<file path="config.mk">
export PLATFORM = sky130hd
export DESIGN_NAME = gbs_seq
export DESIGN_NICKNAME = d
export VERILOG_FILES = /design/src/sv/gbs_pkg.sv /design/src/sv/gbs_seq.sv
export SDC_FILE = /design/constraint.sdc
export NUM_CORES = 1
export LEC_CHECK = 0
export ABC_AREA = 1
export BUFFER_PORTS_ARGS = -buffer_cell sky130_fd_sc_hd__buf_2
export CAP_MARGIN = 20
export CORE_UTILIZATION = 54
export DETAILED_ROUTE_END_ITERATION = 10
export GPL_TIMING_DRIVEN = 1
export PLACE_DENSITY = 0.79
export SYNTH_ARGS = -nofsm -noshare
export SYNTH_HDL_FRONTEND = slang
export SYNTH_SLANG_ARGS = --single-unit
</file>
<file path="constraint.sdc">
create_clock -name clk -period 14.23 [get_ports clk]
set_clock_uncertainty 0.2 [all_clocks]
set_input_delay 2.846 -clock clk [delete_from_list [all_inputs] [get_ports clk]]
set_output_delay 2.846 -clock clk [all_outputs]
set_load 0.02 [all_outputs]
</file>
<file path="src/sv/gbs_pkg.sv">
// gbs_pkg: shared constants, codes and types of the grid bilinear sampler.
// No dependencies; used by gbs_seq, gbs_math and grid_bilinear_sampler.
package gbs_pkg;

	// Defaults of the top-level parameters
	localparam int MAX_SIDE_DEF   = 64;
	localparam int VALUE_BITS_DEF = 32;

	// Fixed field widths
	localparam int POS_W     = 16;
	localparam int FRAC_BITS = 10;
	localparam int INT_W     = POS_W - FRAC_BITS;
	localparam int IDX_W     = 12;
	localparam int CELL_W    = 32;
	localparam int GRAD_W    = 34;
	localparam int SIDE_W    = 7;
	localparam int CFG_IDX_W = 1;

	// Width of the address arithmetic: (63+1)*127 + 127 + 1 stays below 2**14
	localparam int ADDR_CALC_W = 14;

	// Input function codes
	localparam logic FUNC_WRITE = 1'b0;
	localparam logic FUNC_QUERY = 1'b1;

	// Configuration register indexes
	localparam logic [CFG_IDX_W-1:0] CFG_GRID_WIDTH  = 1'b0;
	localparam logic [CFG_IDX_W-1:0] CFG_GRID_HEIGHT = 1'b1;
	localparam logic [SIDE_W-1:0]    SIDE_RESET      = 7'd64;

	// Neighbor read order
	localparam logic [1:0] NB_00 = 2'd0;
	localparam logic [1:0] NB_10 = 2'd1;
	localparam logic [1:0] NB_01 = 2'd2;
	localparam logic [1:0] NB_11 = 2'd3;

	// Tag that travels with each memory read beat
	typedef struct packed {
		logic                 vld;
		logic [1:0]           sel;
		logic [FRAC_BITS-1:0] fx;
		logic [FRAC_BITS-1:0] fy;
		logic                 oor;
	} rd_tag_t;

endpackage

</file>
<file path="src/sv/gbs_seq.sv">
// gbs_seq: accepts beats, performs cell writes and sequences the four
// neighbor reads of a query. Depends on gbs_pkg.
module gbs_seq #(
	parameter int MAX_SIDE   = gbs_pkg::MAX_SIDE_DEF,
	parameter int VALUE_BITS = gbs_pkg::VALUE_BITS_DEF
) (
	input  logic                                 clk,
	input  logic                                 arst_n,
	input  logic                                 start,
	input  logic                                 func,
	input  logic [gbs_pkg::IDX_W-1:0]            cell_index,
	input  logic [gbs_pkg::CELL_W-1:0]           cell_value,
	input  logic [gbs_pkg::POS_W-1:0]            pos_x,
	input  logic [gbs_pkg::POS_W-1:0]            pos_y,
	input  logic [gbs_pkg::SIDE_W-1:0]           grid_width,
	input  logic [gbs_pkg::SIDE_W-1:0]           grid_height,
	output logic                                 busy,
	output logic                                 mem_we,
	output logic [$clog2(MAX_SIDE*MAX_SIDE)-1:0] mem_addr,
	output logic [((VALUE_BITS < 32) ? VALUE_BITS : 32)-1:0] mem_wdata,
	output gbs_pkg::rd_tag_t                     tag
);

	localparam int DEPTH    = MAX_SIDE * MAX_SIDE;
	localparam int AW       = $clog2(DEPTH);
	localparam int XW       = (AW > gbs_pkg::ADDR_CALC_W) ? AW : gbs_pkg::ADDR_CALC_W;
	localparam int SW       = (VALUE_BITS < 32) ? VALUE_BITS : 32;
	localparam int SIDE_CAP = (MAX_SIDE < 127) ? MAX_SIDE : 127;
	localparam int SDW      = gbs_pkg::SIDE_W;
	localparam int FB       = gbs_pkg::FRAC_BITS;
	localparam int IW       = gbs_pkg::INT_W;
	localparam logic [XW:0]      DEPTH_V = (XW+1)'(DEPTH);
	localparam logic [SDW-1:0]   CAP_V   = SDW'(SIDE_CAP);

	typedef enum logic {ST_IDLE, ST_READ} state_t;

	state_t            state_q;
	logic [1:0]        cnt_q;
	gbs_pkg::rd_tag_t  tag_q;
	logic [XW-1:0]     base_q;
	logic [SDW-1:0]    w_q;
	logic [FB-1:0]     fx_q, fy_q;
	logic              oor_q;

	logic              accept, is_query, idx_ok;
	logic [SDW-1:0]    w_eff, h_eff;
	logic [IW-1:0]     sx_in, sy_in;
	logic [FB-1:0]     fx_in, fy_in;
	logic              oor_in;
	logic [12:0]       prod;
	logic [XW-1:0]     base_in, rd_addr, wr_addr;

	assign accept   = start && (state_q == ST_IDLE);
	assign is_query = (func == gbs_pkg::FUNC_QUERY);
	assign busy     = (state_q == ST_READ);

	// registers above the largest side act as that side
	assign w_eff = (grid_width  > CAP_V) ? CAP_V : grid_width;
	assign h_eff = (grid_height > CAP_V) ? CAP_V : grid_height;

	assign sx_in = pos_x[gbs_pkg::POS_W-1:FB];
	assign sy_in = pos_y[gbs_pkg::POS_W-1:FB];
	assign fx_in = pos_x[FB-1:0];
	assign fy_in = pos_y[FB-1:0];

	assign oor_in = (SDW'(sx_in) + SDW'(1) >= w_eff) || (SDW'(sy_in) + SDW'(1) >= h_eff);

	assign prod    = 13'(sy_in) * 13'(w_eff);
	assign base_in = XW'(prod) + XW'(sx_in);

	always_comb begin
		case (cnt_q)
			gbs_pkg::NB_10: rd_addr = base_q + XW'(1);
			gbs_pkg::NB_01: rd_addr = base_q + XW'(w_q);
			gbs_pkg::NB_11: rd_addr = base_q + XW'(w_q) + XW'(1);
			default:        rd_addr = base_q;
		endcase
	end

	assign wr_addr = XW'(cell_index);
	assign idx_ok  = ((XW+1)'(cell_index) < DEPTH_V);

	assign mem_we    = accept && !is_query && idx_ok;
	assign mem_wdata = cell_value[SW-1:0];

	always_comb begin
		if (state_q == ST_READ) begin
			mem_addr = rd_addr[AW-1:0];
		end else if (is_query) begin
			mem_addr = base_in[AW-1:0];
		end else begin
			mem_addr = wr_addr[AW-1:0];
		end
	end

	assign tag = tag_q;

	always_ff @(posedge clk or negedge arst_n) begin
		if (!arst_n) begin
			state_q <= ST_IDLE;
			cnt_q   <= gbs_pkg::NB_00;
			tag_q   <= '0;
		end else begin
			tag_q.vld <= 1'b0;
			case (state_q)
				ST_IDLE: begin
					if (accept && is_query) begin
						state_q   <= ST_READ;
						cnt_q     <= gbs_pkg::NB_10;
						tag_q.vld <= 1'b1;
						tag_q.sel <= gbs_pkg::NB_00;
						tag_q.fx  <= fx_in;
						tag_q.fy  <= fy_in;
						tag_q.oor <= oor_in;
					end
				end
				ST_READ: begin
					tag_q.vld <= 1'b1;
					tag_q.sel <= cnt_q;
					tag_q.fx  <= fx_q;
					tag_q.fy  <= fy_q;
					tag_q.oor <= oor_q;
					cnt_q     <= cnt_q + 2'd1;
					if (cnt_q == gbs_pkg::NB_11) begin
						state_q <= ST_IDLE;
					end
				end
				default: begin
					state_q <= ST_IDLE;
				end
			endcase
		end
	end

	// query context, held through the read burst
	always_ff @(posedge clk) begin
		if (accept && is_query) begin
			base_q <= base_in;
			w_q    <= w_eff;
			fx_q   <= fx_in;
			fy_q   <= fy_in;
			oor_q  <= oor_in;
		end
	end

endmodule

</file>
# Word level (Yosys, flattened, before mapping)

Index checks and enable logic that the tools add are counted.

Bits of input ports: 94
Output and inout bits: 70
Logic and storage cells: 46
Bits in registers: 67

$lt $le $gt $ge: 4
Multiply operators: 1
Mux-type cells: 12
Add/subtract/negate cells: 7
Bitwise gates (word level): 1
Reductions and logical operators: 5
Eq/ne operators: 4

Operator list:

| cell                  | number |
|---|---|
| $pmux 24 s2           | 1 |
| $pmux 12 s3           | 1 |
| $add 12x1->12 const B | 2 |
| $mux 12               | 2 |
| $mux 24               | 1 |
| $add 6x1->7 const B   | 2 |
| $ge 7x7->1            | 2 |
| $gt 7x7->1 const B    | 2 |
| $mux 7                | 2 |
| $add 12x6->12         | 1 |
| $add 12x7->12         | 1 |
| $mul 6x7->12          | 1 |
| $eq 2x2->1 const B    | 2 |
| $pmux 2 s2            | 1 |
| $logic_and 1x1->1     | 3 |
| $add 2x1->2 const B   | 1 |
| $eq 2x1->1 const B    | 1 |
| $mux 1                | 2 |
| $mux 2                | 1 |
| $ne 2x1->1 const B    | 1 |
| $pmux 1 s2            | 1 |
| $logic_not 1->1       | 1 |
| $logic_or 1x1->1      | 1 |
| $not 1->1             | 1 |

# Longest topological paths before layout

Depth after elaboration: 6
Depth in mapped cells: 26
Mapped depth without buffers: 25

# Worst setup path after synthesis

OpenSTA, ideal clock, no wires.

Path kind: in2out
Start: input port grid_width[6] (netlist name)
End: output port mem_addr[11]
Slack: 4149 ps
Stages on the path: 24
Path buffers: 1
Arrival time: 7035 ps
Data required time: 11184 ps
Cell sequence: buf_2 inv_1 nand2_1 inv_1 nand2_1 fa_1 fa_1 inv_1 fa_1 inv_1 fa_1 inv_1 ha_1 inv_1 nor3_1 a21oi_1 o21ai_1 nand2_1 a21boi_1 nor2_1 nand2_1 nand3_1 nand2_1 nand2_1

Cells in the longest elaborated chain, start to end: 6

RTL lines:

| what          | line          | text |
|---|---|---|
| from (decl)   | gbs_seq.sv:15 | `input logic [gbs_pkg::SIDE_W-1:0] grid_width,` |
| $gt 7x7->1    | gbs_seq.sv:58 | `assign w_eff = (grid_width > CAP_V) ? CAP_V : grid_width;` |
| $mux 7        | gbs_seq.sv:58 |  |
| net w_eff[0]  | gbs_seq.sv:46 | `logic [SDW-1:0] w_eff, h_eff;` |
| $mul 6x7->12  | gbs_seq.sv:68 | `assign prod = 13'(sy_in) * 13'(w_eff);` |
| $add 12x6->12 | gbs_seq.sv:69 | `assign base_in = XW'(prod) + XW'(sx_in);` |
| $mux 12       | gbs_seq.sv:89 | `end else if (is_query) begin` |
| $mux 12       | gbs_seq.sv:87 | `if (state_q == ST_READ) begin` |
| to (decl)     | gbs_seq.sv:19 | `output logic [$clog2(MAX_SIDE*MAX_SIDE)-1:0] mem_addr,` |

The timed path passes the listed nets, and every way through them passes these cells.

# Worst setup path after layout

Same ends and word-level chain as after synthesis.

==> reports/metrics.csv <==
metric;value;unit
status;finished clean;
area post-placement;6410;sq um
root buf cell;clkbuf_8;
GPL Wtd Cong;0.916;
post-route ant nets;0;
Core ar.;10900;sq um
port bufs;99;
post-CTS sizing;0;
clock sinks;67;
Hold Vio Cnt, Final;0;
final setup vio count;0;
Detailed Routing Iterations Pass 1;7;
FF+latch count, synth;67;
fmax;0.0946;GHz
Clk Latency, worst-skew pair;0.34;ns
Max Slew Vio Count;0;
Yosys Warn Count;0;
setup TNS;0;ns
Reg area;1880;sq um
clock transition at the registers of the reported paths;0.07;ns
Leak Pwr;3.43;nW
cell area after layout;6580;sq um
global-route wire length before repair;23000;microns
top cells by area, synth;edfxtp_1 (20%), nand2_1 (13%), ha_1 (12%);
Worst Path Max Fanout;8;
critical path capture point type;primary output;
hpwl dp;11100;microns
Layout fillers;969;
ANT cells;0;
relative slew slack;38.0;%
final routed DRC violation total;0;
Initial Utilization;55.5;%
Synth Area in XOR/XNOR;2.61;%
FP Rows;38;
main combinational cell family by area after synthesis;simple AND/OR/NAND/NOR gates;
post-route minimum period;10.57;ns
WL final;14100;microns
RSZ-0062 raised after global routing;false;
Setup crit start kind;input pin;
vias;5111;
fraction of layout cells with a size suffix above 1;18.4;%
DR WL/cell;14.6;microns
CP Data Required Time;11.18;ns
Synth area leader;edfxtp_1;
Synth Cell Area;6040;sq um
die outline height;108;microns
Die ar.;11600;sq um
cell with the most instances after synthesis;nand2_1;
Crit path arrival time;7.52;ns
Post-synth EDFFs;40;
simple-gate share of the synthesized area;25.4;%
DIE WIDTH;108;microns
worst vdd ir;0.124;mV
worst slew pin tran;0.930;ns
FFs w/ async S/R, synth;40.3;%
count of different cell masters after synthesis;47;
final period utilization;74.3;%
drt initial violations;340;
Synth Net Count;935;
CTS tree;done;
cts bufs inserted;9;
top cells by count, synth;nand2_1 (211), inv_1 (94), ha_1 (58), nor2_1 (52), nand3_1 (49);
Pwr Total;1.06;mW
Compound-Gate Fraction of Synth Area;9.10;%
final net count;996;
vias in the first global route;4955;
ys flop type;edfxtp_1;
Max Cap Viol;0;
cells after synthesis;759;
grt ovf;0;
DR vias/cell;5.30;
multi-input combinational cell area;3460;sq um
Longest Clk Path Bufs;2;
largest net degree at the start of global routing;52;
area share of the largest cell type after synthesis;19.9;%
postcts setup bufs;0;
min-delay worst type;reg -> reg;
Finished Core Util;60.4;%
IO Pins;164;
CTS Hold Buffers Added;0;
Area Growth Syn to Fin;8.97;%
power per cell area;161;nW/um^2
initial antenna violation count;0;
Post-Synth Adder-Cell Area;20.0;%
Hold WS;0.266;ns
CTS H-tree depth;3;
sequential area share after synthesis;31.1;%
mux cell area share after synthesis;0.166;%
aggregate global-route resource usage;25.6;%
syn avg cell area;7.96;sq um
WS Path Type;in -> out;
==> layout make-up <==
type	count	area share, %
Multi-Input combinational cell	541	52.6
Sequential cell	67	28.5
Timing Repair Buffer	102	7.87
Inverter	99	5.76
Tap cell	140	2.66
Clock buffer	9	1.88
Clock inverter	7	0.685
==> registers in the layout, summed over array words and instances, names as in the netlist <==
signal and count:
tag 24, w_q 7, oor_q 1, fy_q 10, base_q 12, busy 1, fx_q 10, cnt_q 2
==> final timing paths <==
path                                        end  slack, ns         startpoint  depth (start not counted)
hold / removal              tag[18]$_DFFE_PN0P_       0.27  fx_q[7]$_DFFE_PP_                          2
max in group asynchronous    tag[0]$_DFFE_PN0P_      11.10             arst_n                          1
hold reg to reg             tag[18]$_DFFE_PN0P_       0.27  fx_q[7]$_DFFE_PP_                          2
min in group asynchronous   tag[15]$_DFFE_PN0P_       2.31             arst_n                          1
setup reg to reg           cnt_q[0]$_DFFE_PN0P_      11.48     busy$_DFF_PN0_                          8
setup / recovery                   mem_addr[11]       3.66      grid_width[6]                         25
==> placed cells by master (no fill, tap or decap), drive strengths merged <==
master | synthesis | final
xor2 | 18 | 18
clkinvlp | 0 | 2
clkbuf | 16 | 9
edfxtp | 40 | 40
ha | 58 | 58
nand2 | 222 | 222
nor3b | 1 | 1
inv | 99 | 99
a21boi | 7 | 7
a22oi | 11 | 11
mux2i | 1 | 1
nor2 | 57 | 57
a31oi | 1 | 1
o2111ai | 1 | 1
o221ai | 4 | 4
nand4 | 3 | 3
nor3 | 5 | 5
or2 | 3 | 3
o21ai | 32 | 32
o311ai | 1 | 1
o21a | 1 | 1
fa | 24 | 24
o32ai | 1 | 1
dfrtp | 27 | 27
a221oi | 2 | 2
buf | 36 | 102
a21oi | 24 | 24
o22ai | 3 | 3
nand3 | 56 | 56
clkinv | 0 | 5
nor4 | 2 | 2
o21bai | 1 | 1
nand3b | 2 | 2
==> report_power, final <==
group          total, mW  switching [mW]  leakage, nW  internal (mW)
logic              0.623           0.420         2.66          0.203
clock network      0.138          0.0763       0.0803         0.0622
registers          0.296          0.0286        0.695          0.267
==> per-layer routing <==
| metal | GRT usage, % | up-vias | wire length (microns) |
|---|---|---|---|
| li1 | - | 2561 | - |
| met1 | 33.0 | 2315 | 6130 |
| met2 | 42.4 | 192 | 6640 |
| met3 | 3.93 | 43 | 890 |
| met4 | 11.4 | 0 | 439 |
| met5 | 0 | - | 0 |
==> through the flow <==
| stage | cells | setup slack (ns) |
|---|---|---|
| floorplan | 759 | 4.15 |
| global placement | 949 | 3.85 |
| detailed placement | 949 | 3.69 |
| CTS | 965 | 3.70 |
| global route | 965 | 3.21 |
| finish | 965 | 3.66 |
==> cells by family (layout without fill, tap and decap cells) <==
| logic type | count (synthesis) | count (layout) |
|---|---|---|
| buffers and inverters | 151 | 217 |
| multiplexers | 1 | 1 |
| adder cells (fa/ha/maj) | 82 | 82 |
| XOR/XNOR | 18 | 18 |
| AO/OA/AOI/OAI | 89 | 89 |
| AND/OR/NAND/NOR | 351 | 351 |
| flip-flops | 67 | 67 |
==> worst max-delay path, stage by stage <==
cell and delay [ns]:
buf_2 0.15, inv_1 0.19, nand2_1 0.15, inv_1 0.16, nand2_1 0.10, fa_1 0.51
fa_1 0.54, inv_1 0.05, fa_1 0.52, inv_1 0.05, fa_1 0.51, inv_1 0.06
ha_1 0.33, inv_1 0.09, nor3_1 0.20, a21oi_1 0.13, o21ai_1 0.20, nand2_1 0.07
a21boi_1 0.18, nor2_1 0.06, nand2_1 0.07, nand3_1 0.07, nand2_1 0.06, nand2_1 0.05
buf_2 0.16
No activity file was read; power rests on OpenSTA's default activity.
